**src/rtl/canonical_huffman_code_builder_top_macros.svh**
```systemverilog
// Assertion macros used by the canonical Huffman code builder top level.
`ifndef CANONICAL_HUFFMAN_CODE_BUILDER_TOP_MACROS_SVH
`define CANONICAL_HUFFMAN_CODE_BUILDER_TOP_MACROS_SVH

// Check that cons holds in the same cycle as ante.
`define CHB_ASSERT_NOW(label, ante, cons, msg) \
  label: assert property (@(posedge clk) disable iff (rst) (ante) |-> (cons)) \
    else $error(msg);

// Check that cons holds in the cycle after ante.
`define CHB_ASSERT_NEXT(label, ante, cons, msg) \
  label: assert property (@(posedge clk) disable iff (rst) (ante) |=> (cons)) \
    else $error(msg);

`endif

```
**src/rtl/chb_ram.sv**
```systemverilog
// Generic single-write, single-read RAM with registered read data.
module chb_ram #(
  parameter int WIDTH = 8,
  parameter int DEPTH = 256
) (
  input  logic                     clk,
  input  logic                     we,
  input  logic [$clog2(DEPTH)-1:0] waddr,
  input  logic [WIDTH-1:0]         wdata,
  input  logic                     re,
  input  logic [$clog2(DEPTH)-1:0] raddr,
  output logic [WIDTH-1:0]         rdata
);

  logic [WIDTH-1:0] mem [DEPTH];

  // Write port and registered read port
  always_ff @(posedge clk) begin
    if (we) begin
      mem[waddr] <= wdata;
    end
    if (re) begin
      rdata <= mem[raddr];
    end
  end

endmodule

```
**config.mk**
```make
export PLATFORM = sky130hd
export DESIGN_NAME = chb_ram
export DESIGN_NICKNAME = d
export VERILOG_FILES = /design/src/rtl/canonical_huffman_code_builder_top_macros.svh /design/src/rtl/chb_ram.sv
export SDC_FILE = /design/constraint.sdc
export NUM_CORES = 2
export LEC_CHECK = 0
export BUFFER_PORTS_ARGS = -buffer_cell sky130_fd_sc_hd__buf_2
export CAP_MARGIN = 5
export CORE_MARGIN = 2
export CORE_UTILIZATION = 60
export CTS_BUF_LIST = sky130_fd_sc_hd__clkbuf_16
export DETAILED_ROUTE_END_ITERATION = 8
export GPL_TIMING_DRIVEN = 0
export PLACE_DENSITY_LB_ADDON = 0.25
export REMOVE_ABC_BUFFERS = 1
export SYNTH_ARGS = -nofsm -noshare
export SYNTH_HDL_FRONTEND = slang
export SYNTH_SLANG_ARGS = --single-unit
export TNS_END_PERCENT = 20
```
**constraint.sdc**
```tcl
create_clock -name clk -period 3.4 [get_ports clk]
set_input_delay 0.17 -clock clk [delete_from_list [all_inputs] [get_ports clk]]
set_output_delay 0.17 -clock clk [all_outputs]
set_load 0.01 [all_outputs]
```
==> results by group <==
Clock network
  • Clock Path Buffers: 3
  • Depth of the CTS H-tree: 4
  • Clock slew at reported path FFs: roughly 60 ps
  • Worst skew pair latency: ~830 ps
  • Root Driver: clkbuf_16
  • Clk sinks: 2056
  • CTS tree: yes
  • Setup bufs post-CTS: 0
  • Num CTS Buffers: 192

Global route
  • Vias in the first global route: between 30000 and 40000
  • Gr ovfl total: 0
  • Gr usage total: between 20% and 30%
  • Pin count of the biggest net entering global routing: 151
  • Initial antenna violation count: 14
  • First-pass GRT wire length: between 200 and 300 mm

Critical path
  • R2r worst-path depth: 6
  • CP max stage cell: nor4_1
  • Crit path top cell by count: buf_16
  • Critical path startpoint category: primary input
  • Max incr delay on CP: 860 ps
  • Buf/Inv on CP: 3
  • Levels on crit path: 9
  • Worst setup EP type: flip-flop
  • Worst path top cell family by delay: simple AND/OR/NAND/NOR gates
  • Worst Path Required: 3940 ps
  • Max FO, Critical Path: 90
  • Worst path arrival time: 3910 ps
  • Critical path type: primary input to flip-flop
  • Worst-path cell chain: buf_8 -> buf_16 -> buf_16 -> or3b_2 -> o22ai_1 -> o21ai_0 -> nand3_1 -> nor4_1 -> nor4_4

Drt
  • Antenna-violating nets left: 0
  • 1st-pass router iterations: 6
  • Routed len/inst: around 33 um
  • Wirelength, routed: around 190 mm
  • Post-DR vias/cell: ~6.8
  • 1st-iter DRT viols: around 6000
  • # DRC: 0
  • Vias: 38835

Power
  • Leak: roughly 27 nW
  • Cell Pwr Density: just under 600 mW/mm^2
  • Worst vdd rail ir drop: approximately 0.5 mV

Hold path
  • Hold crit path type: primary input to flip-flop
  • Hold Path Cell Cnt: 3

STA
  • Final Skew: approximately 24 ps
  • # setup viols final: 0
  • Max_slew headroom: between 20% and 30%
  • Slew @ Worst Pin: about 1100 ps
  • Fin. Hold Viols: 0
  • Tmin final: roughly 3400 ps
  • Final period util: a little under 100%
  • Slew Limit Fails: 0
  • Max Freq: between 0.2 and 0.3 GHz
  • Unrepaired setup endpoints after global routing: true

Layout
  • Final Non-Filler Cells: roughly 5700
  • Most frequent cells in the layout: edfxtp_1, mux4_2, nor2_1
  • Filler cells: 8035
  • Final nets: roughly 3800
  • Most common cell after layout, fill and taps aside: edfxtp_1
  • Share of layout cells above drive strength 1: between 20% and 30%
  • Layout overhead on the synthesized area: 11.3%
  • Fin util: between 60% and 70%

Flow run
  • MaxCap Viol Count: 0

Die
  • Core area: about 0.13 sq mm
  • IO Pins: 35
  • Die width: about 370 um
  • Initial Util: ~61%
  • Die Ht: around 370 um
  • FP Rows: 133
  • Die ar.: approximately 0.14 sq mm

Outcome
  • Status: finished, final reports clean

Placed design
  • Placed Cells: about 5300
  • DP Wirelength: 108 mm
  • Placer congestion estimate: between 0.8 and 0.9
  • IO buf count: 34

Synth
  • Post-synth EDFFs: just over 2000
  • YS warnings: 0
  • Syn Inst Count: approximately 3700
  • Ys flop type: edfxtp_1
  • Post-synth ARST share: 0%
  • Synthesized flop and latch total: between 2000 and 2500
  • Sequential area share after synthesis: between 70 and 80%
  • Cell variety after synth: 54
  • Post-Syn Area: between 0.07 and 0.08 sq mm
  • Average cell area after synthesis: approximately 21 sq um
## path summary, 6_finish.rpt
kind / startpoint / end / slack (ps)
setup / recovery: raddr[1] / rdata[1]$_DFFE_PP_ / 30
hold / removal: waddr[1] / mem[199][7]$_DFFE_PP_ / 190
setup reg to reg: mem[43][3]$_DFFE_PP_ / rdata[3]$_DFFE_PP_ / 490
hold reg to reg: mem[227][1]$_DFFE_PP_ / rdata[1]$_DFFE_PP_ / 1430
## worst reg2reg max path, cell delays in order, from the launching register on
cell	delay [ps]
edfxtp_1	360
mux4_2	460
nand2b_1	220
a311oi_1	440
o221ai_1	260
a211oi_1	700
nor4_2	160
## synth_stat cells, types with 3 or more instances
cell type,instances,area [sq um]
edfxtp_1,2056,61700
mux4_2,454,10200
nor2_1,282,1060
mux2i_1,134,1340
a22oi_1,133,998
clkbuf_1,111,417
a21oi_1,96,480
o221ai_1,46,403
nand3_1,34,170
nand2_1,33,124
buf_2,31,155
nor2b_1,31,194
o22ai_1,28,175
buf_4,27,203
nor4_1,24,150
buf_1,22,82.6
nor3_1,22,110
buf_6,21,236
a211oi_1,16,120
a221oi_1,13,114
buf_8,13,195
nand4_1,10,62.6
o211ai_1,10,75.1
o21ai_0,10,50.1
a22o_1,8,70.1
buf_12,8,160
nand2b_1,8,50.1
and2_1,6,37.5
o22a_1,5,43.8
o32ai_1,4,35.0
or2_2,4,25.0
nor4_2,3,37.5
## cell type report
cell class	count	area, sq um	area share (%)
diodes	9	22.5	0.0254
clock buffers	196	4900	5.53
clock inverters	150	1220	1.37
inverters	2	10.0	0.0113
multi-input cells	1442	16900	19.0
flip-flops and latches	2056	61700	69.6
well taps	1755	2200	2.48
repair buffers	101	1700	1.92
## cell families (layout without fill, tap and decap cells)
logic type,after synthesis,after routing,share of synthesized area [%]
AOI/OAI and AO/OA,385,385,3.42
buffers and inverters,235,449,1.83
DFF,2056,2056,77.5
muxes,591,591,14.6
other,0,9,0
and+or+nand+nor,466,466,2.63
## metrics by stage
step                 TNS, ps  total power [mW]  setup slack, ps  hold WS, ps  area (sq um)
finish                     0              51.5             26.7          192         88700
global route           -69.8              52.7            -44.5          149         88600
CTS                     -158              51.6            -96.6         90.6         88500
detailed placement    -17120              30.9            -2380          500         81800
global placement    -2583240              31.6           -17820          507         80600
floorplan                  0              29.5              737          269         78200
## sequential cells by signal (all words and copies together), names as in the netlist
signal / flops
rdata: 8
mem: 2048
## routing by layer
| metal | track usage [%] | part of all wire [%] |
|---|---|---|
| met1 | 39.6 | 38 |
| met2 | 42.9 | 48 |
| met3 | 6.52 | 10 |
| met4 | 9.83 | 3.5 |
| met5 | 0 | 0.012 |
## power breakdown
part | internal, mW | switching (mW)
clock network | 11.9 | 9.09
logic | 0.908 | 1.69
registers | 28.0 | 0.0145
total | 40.7 | 10.8
## timing repair
| action | 4_1_cts | 5_1_grt |
|---|---|---|
| resized for setup | 40 | 11 |
| setup endpoints to repair | 8 | 8 |
| hold endpoints to repair | 914 | 0 |
| pin swaps | 0 | 1 |
| gates cloned | 6 | 3 |
| hold buffers | 9 | 0 |
(Power assumes the default switching activity.)
