## config.mk

```make
export PLATFORM = sky130hd
export DESIGN_NAME = chb_builder
export DESIGN_NICKNAME = d
export VERILOG_FILES = /design/src/rtl/canonical_huffman_code_builder_top_macros.svh /design/src/rtl/chb_pkg.sv /design/src/rtl/chb_builder.sv
export SDC_FILE = /design/constraint.sdc
export NUM_CORES = 1
export LEC_CHECK = 0
export ABC_CLOCK_PERIOD_IN_PS = 5200
export BUFFER_PORTS_ARGS = -buffer_cell sky130_fd_sc_hd__buf_4
export CORE_MARGIN = 4
export CORE_UTILIZATION = 46
export DETAILED_ROUTE_END_ITERATION = 8
export GPL_TIMING_DRIVEN = 0
export PLACE_DENSITY_LB_ADDON = 0.2
export SLEW_MARGIN = 30
export SYNTH_ARGS = -nofsm -noshare
export SYNTH_HDL_FRONTEND = slang
export SYNTH_SLANG_ARGS = --single-unit
```

## constraint.sdc

```tcl
create_clock -name clk -period 5.2 [get_ports clk]
set_clock_uncertainty 0.2 [all_clocks]
set_input_delay 1.04 -clock clk [delete_from_list [all_inputs] [get_ports clk]]
set_output_delay 1.04 -clock clk [all_outputs]
set_load 0.02 [all_outputs]
```

## src/rtl/canonical_huffman_code_builder_top_macros.svh

```systemverilog
// Assertion macros used by the canonical Huffman code builder top level.
`ifndef CANONICAL_HUFFMAN_CODE_BUILDER_TOP_MACROS_SVH
`define CANONICAL_HUFFMAN_CODE_BUILDER_TOP_MACROS_SVH

// Check that cons holds in the same cycle as ante.
`define CHB_ASSERT_NOW(label, ante, cons, msg) \
  label: assert property (@(posedge clk) disable iff (rst) (ante) |-> (cons)) \
    else $error(msg);

// Check that cons holds in the cycle after ante.
`define CHB_ASSERT_NEXT(label, ante, cons, msg) \
  label: assert property (@(posedge clk) disable iff (rst) (ante) |=> (cons)) \
    else $error(msg);

`endif

```

## src/rtl/chb_pkg.sv

```systemverilog
// Shared types, constants and helpers of the canonical Huffman code builder.
package chb_pkg;

  localparam int SYM_COUNT     = 256;
  localparam int MAX_CODE_BITS = 32;
  localparam int SYM_W         = $clog2(SYM_COUNT);
  localparam int LEN_W         = 6;
  localparam int CODE_W        = 32;
  localparam int LIDX_W        = $clog2(MAX_CODE_BITS);

  typedef enum logic [1:0] {
    OP_CLEAR  = 2'd0,
    OP_LOAD   = 2'd1,
    OP_BUILD  = 2'd2,
    OP_LOOKUP = 2'd3
  } op_t;

  // Code store write from the build sweep
  typedef struct packed {
    logic              we;
    logic [SYM_W-1:0]  sym;
    logic [CODE_W-1:0] code;
  } bld_wr_t;

  // Length store read request from the build sweep
  typedef struct packed {
    logic             en;
    logic [SYM_W-1:0] addr;
  } bld_rd_t;

  // Mask covering the low len bits of a code
  function automatic logic [CODE_W-1:0] len_mask(input logic [LEN_W-1:0] len);
    logic [CODE_W-1:0] ones;
    ones = '1;
    if (len == '0) begin
      return '0;
    end else if (len >= LEN_W'(CODE_W)) begin
      return ones;
    end else begin
      return ones >> (LEN_W'(CODE_W) - len);
    end
  endfunction

endpackage

```

## src/rtl/chb_builder.sv

```systemverilog
// Build sequencer: sweeps the length store by length, then symbol, and assigns codes.
module chb_builder (
  input  logic                                clk,
  input  logic                                rst,
  input  logic                                start,
  input  logic                                clear,
  input  logic [chb_pkg::SYM_COUNT-1:0]       present,
  input  logic [chb_pkg::LEN_W-1:0]           len_rdata,
  output logic                                busy,
  output chb_pkg::bld_rd_t                    rd,
  output chb_pkg::bld_wr_t                    wr
);

  typedef enum logic [2:0] {
    ST_IDLE  = 3'b001,
    ST_SWEEP = 3'b010,
    ST_DRAIN = 3'b100
  } state_t;

  state_t                          state;
  state_t                          state_next;
  logic [chb_pkg::SYM_W-1:0]       k;
  logic [chb_pkg::LIDX_W-1:0]      lidx;
  logic                            s1_valid;
  logic [chb_pkg::SYM_W-1:0]       s1_sym;
  logic [chb_pkg::LEN_W-1:0]       s1_len;
  logic                            s1_pres;
  logic [chb_pkg::CODE_W-1:0]      running_code;
  logic [chb_pkg::CODE_W-1:0]      running_code_next;
  logic [chb_pkg::LEN_W-1:0]       cur_len;
  logic [chb_pkg::LEN_W-1:0]       cur_len_next;
  logic [chb_pkg::LEN_W-1:0]       diff;
  logic [chb_pkg::CODE_W-1:0]      shifted;
  logic                            grow;
  logic                            hit;
  logic                            k_last;
  logic                            lidx_last;
  logic [chb_pkg::SYM_W-1:0]       sweep_sym;

  assign busy      = (state != ST_IDLE);
  assign k_last    = (k == chb_pkg::SYM_W'(chb_pkg::SYM_COUNT - 1));
  assign lidx_last = (lidx == chb_pkg::LIDX_W'(chb_pkg::MAX_CODE_BITS - 1));
  // Signed 8-bit order: 128..255 first, then 0..127
  assign sweep_sym = {~k[chb_pkg::SYM_W-1], k[chb_pkg::SYM_W-2:0]};

  // Issue one length read per sweep cycle
  assign rd.en   = (state == ST_SWEEP);
  assign rd.addr = sweep_sym;

  // Compare returned length and hand out the next code
  always_comb begin
    hit  = s1_valid && s1_pres && (len_rdata == s1_len);
    grow = (s1_len > cur_len);
    diff = s1_len - cur_len;
    if (!grow) begin
      shifted = running_code;
    end else if (diff >= chb_pkg::LEN_W'(chb_pkg::CODE_W)) begin
      shifted = '0;
    end else begin
      shifted = running_code << diff;
    end
    running_code_next = running_code;
    cur_len_next      = cur_len;
    if (hit) begin
      running_code_next = shifted + chb_pkg::CODE_W'(1);
      cur_len_next      = grow ? s1_len : cur_len;
    end
    wr.we   = hit;
    wr.sym  = s1_sym;
    wr.code = shifted & chb_pkg::len_mask(s1_len);
  end

  // Sequence the sweep
  always_comb begin
    state_next = state;
    unique case (state)
      ST_IDLE: begin
        if (start) state_next = ST_SWEEP;
      end
      ST_SWEEP: begin
        if (k_last && lidx_last) state_next = ST_DRAIN;
      end
      ST_DRAIN: begin
        state_next = ST_IDLE;
      end
      default: state_next = ST_IDLE;
    endcase
  end

  always_ff @(posedge clk) begin
    if (rst) begin
      state        <= ST_IDLE;
      s1_valid     <= 1'b0;
      running_code <= '0;
      cur_len      <= '0;
      k            <= '0;
      lidx         <= '0;
    end else begin
      state    <= state_next;
      s1_valid <= (state == ST_SWEEP);
      if (start || clear) begin
        running_code <= '0;
        cur_len      <= '0;
        k            <= '0;
        lidx         <= '0;
      end else begin
        running_code <= running_code_next;
        cur_len      <= cur_len_next;
        if (state == ST_SWEEP) begin
          k <= k + chb_pkg::SYM_W'(1);
          if (k_last) lidx <= lidx + chb_pkg::LIDX_W'(1);
        end
      end
    end
  end

  // Carry the symbol under test alongside its length read
  always_ff @(posedge clk) begin
    if (state == ST_SWEEP) begin
      s1_sym  <= sweep_sym;
      s1_len  <= chb_pkg::LEN_W'(lidx) + chb_pkg::LEN_W'(1);
      s1_pres <= present[sweep_sym];
    end
  end

endmodule

```

==> reports/qor.yml <==
timing:
  min_period_ns: 5.16
  max_slew_margin: 0.351
  setup_violations: 0
  fin_ws_ns: 0.0413
  finalMaxSlewViolations: 0
  worst_pin_slew_ns: 0.972
  fin_crit_sh: 0.992
  hold-worst-slack_ns: 0.256
  rsz0062_at_grt: "no"
  fmax_ghz: 0.194
  hold_viol_final: 0
grt:
  grt_pass1_vias: 9343
  grt_max_degree: 23
  gr-total-overflow: 0
  grt_pass1_wl_um: 60100
  grt_usage: 0.400
  antenna_found_initial: 1
placed_design:
  dp_hpwl_um: 34400
  gp_congestion: 1.08
  place_inst: 1419
  portBuffers: 316
  pre_cts_ws_ns: -0.897
floorplan:
  die_w_um: 143
  initial_core_util: 0.476
  die_area_um2: 20400
  ioPinCount: 317
  fp.dieH_um: 143
  coreArea_um2: 17500
  fp-row-count: 48
clocking:
  hold_buffers: 0
  cts_made_buffers: 9
  cts_buffer_depth: 2
  clockRootBuffer: "clkbuf_16"
  cts_tree: "built"
  cts.sinks: 70
  path_clk_slew_ns: 0.06
  insertion_delay_ns: 0.35
  htreeDepth: 3
pwr:
  powerDensity_nw_per_um2: 131
  p_leak_uw: 0.00446
  vdd.ir_drop.worst_mv: 0.161
critical_path:
  worst_ep_required_time_ns: 3.96
  end_kind: "primary output"
  crit_path_start_kind: "flop"
  crit_family: "compound AO/OA/AOI/OAI gates"
  rr_startpoint: "s1_len[0]"
  max_stage_delay_ns: 0.60
  path_max_fanout: 8
  path_class: "reg -> out"
  arrival_ns: 3.92
  r2r_end: "running_code[29]"
  r2r_cells: 15
  path_buf_inv: 4
  rrSetupSlack_ns: 0.12
  crit_chain: "inv_2, ha_4, inv_1, fa_2, a211oi_4, buf_4, or2_1, nand2_2, o311ai_1, a22oi_2, nor2_1, buf_4"
  critical_path.slowest_cell: "o311ai_1"
  crit_path_frequent_cell: "buf_4"
synth:
  synth_cells: 877
  yosysMostFrequentCell: "mux4_2"
  synth_seq_cells: 70
  yosysWarnings: 0
  synthTopCellsByArea: "mux4_2, dfxtp_1, edfxtp_1, nand2_1, mux2i_1"
  synth_top_area_share: 0.292
  syn_nets: 1158
  synth_edf_count: 15
  synth.cell_area_um2: 8340
  synth_top_area_cell: "mux4_2"
  yosysUniqueCellTypes: 89
  syn_avg_cell_area_um2: 9.51
  async_reset_ff_frac: 0
  yosys-top-cells-count: "mux4_2, nand2_1, nor2_1"
  synth_ff_type: "dfxtp_1"
  ys_seq_area_frac: 0.186
finish:
  multi_input_area_um2: 6620
  area_growth_pct: 41.8
  n_antenna_cell: 0
  final.fill_count: 1500
  seq_area_um2: 1550
  nets: 1510
  instances_no_fill: 1459
  drive_gt1_frac: 0.473
  postLayoutCoreUtil: 0.674
route:
  wl_per_cell_um: 28.6
  drc: 0
  vias_per_cell: 6.81
  drtIter0Drc: 1504
  drt-total-wl_um: 41800
  firstDrtPassIters: 6
  ant_nets: 0
  num_vias: 9929
min_path:
  min_from: "cur_len[1]"
  holdPathStages: 2
  hp-class: "reg -> reg"
  min_to: "cur_len[1]"
flow_run:
  cap_violations: 0
outcome:
  outcome: "finished, final reports clean"
timing repair:
action,4_1_cts,5_1_grt
buffers inserted,6,21
pin swaps,7,12
endpoints found under the setup margin,48,47
hold endpoints to repair,0,0
resized for setup,41,38
cells by family after synthesis:
logic type / share of synthesized area
XOR/XNOR: 0.0438
AO/OA/AOI/OAI: 0.165
buffers and inverters: 0.0520
adder cells (fa/ha/maj): 0.0234
flip-flops: 0.186
AND/OR/NAND/NOR: 0.182
multiplexers: 0.347
report_power, final:
group	internal (µW)	total, µW	switching [µW]
sequential	556	558	2.20
combinational	197	314	117
clock	424	680	256
flip-flops by register name (all words and copies together), names as in the netlist:
name,count
running_code,32
k,8
s1_sym,8
cur_len,6
s1_len,6
lidx,5
state,3
s1_pres,1
s1_valid,1
metal layers:
metal  global-route usage  share of wire  up-vias
li1                     -              -     4167
met1                0.562           0.39     4783
met2                0.606           0.44      867
met3                0.138           0.15      110
met4               0.0825          0.026        2
met5                    0        0.00019        -
through the flow:
stage               setup TNS [ns]  power (µW)  area (µm²)
floorplan                        0         670        8340
global placement            -14.92         866       11000
detailed placement          -15.10         869       11000
CTS                       -0.00244        1540       11600
global route                     0        1590       11800
finish                           0        1550       11800
final cells by class:
| type | instances | area share |
|---|---|---|
| plain buffers | 71 | 0.0323 |
| clock buffers | 10 | 0.0194 |
| flip-flops and latches | 70 | 0.131 |
| inverters | 22 | 0.00698 |
| repair buffers | 344 | 0.218 |
| well taps | 225 | 0.0238 |
| clock inverters | 6 | 0.00804 |
| multi-input cells | 711 | 0.560 |
worst min-delay path: stages, from the launching register on:
cell and delay, ns:
dfxtp_1 0.31, nand2_1 0.05, a21oi_1 0.05
placed cells by master, fill, tap and decap left out, types with 5 or more instances in the layout:
cell type  synthesis  routed
a211oi_2           1       5
nand2_1           90      88
buf_4              9     358
edfxtp_1          15      15
and3_1             9       9
o211ai_1           7       7
nor3_1            28      25
xnor2_1           19      19
buf_6              3       5
a31oi_1            9       9
a211oi_1          19      14
clkbuf_1          37      31
a21oi_1           53      50
o21ai_0           26      23
ha_1              14      11
o21a_1             5       5
nand4_1           11      11
o21ai_1           12      12
buf_2             14      10
inv_1             21      20
a22oi_1            6       5
nor4_1             9       8
nor2_1            75      73
or3_1              9       9
mux4_2           108     108
xor2_1            19      19
mux2i_1           33      31
dfxtp_1           55      55
and2_1             7       7
clkbuf_2           0       7
a22oi_2            4       5
mux2_2            11      11
nand3_1           33      33
clkbuf_16          0       9
worst max-delay path by stage:
stage | startpoint | to | depth (start not counted)
floorplan | s1_len[0] | running_code[24] | 22
global placement | s1_len[0] | running_code[28] | 22
detailed placement | s1_len[0] | running_code[28] | 22
CTS | s1_len[0] | wr[30] | 15
global route | s1_len[0] | wr[14] | 12
finish | s1_len[0] | wr[22] | 12
(Power assumes the default switching activity.)
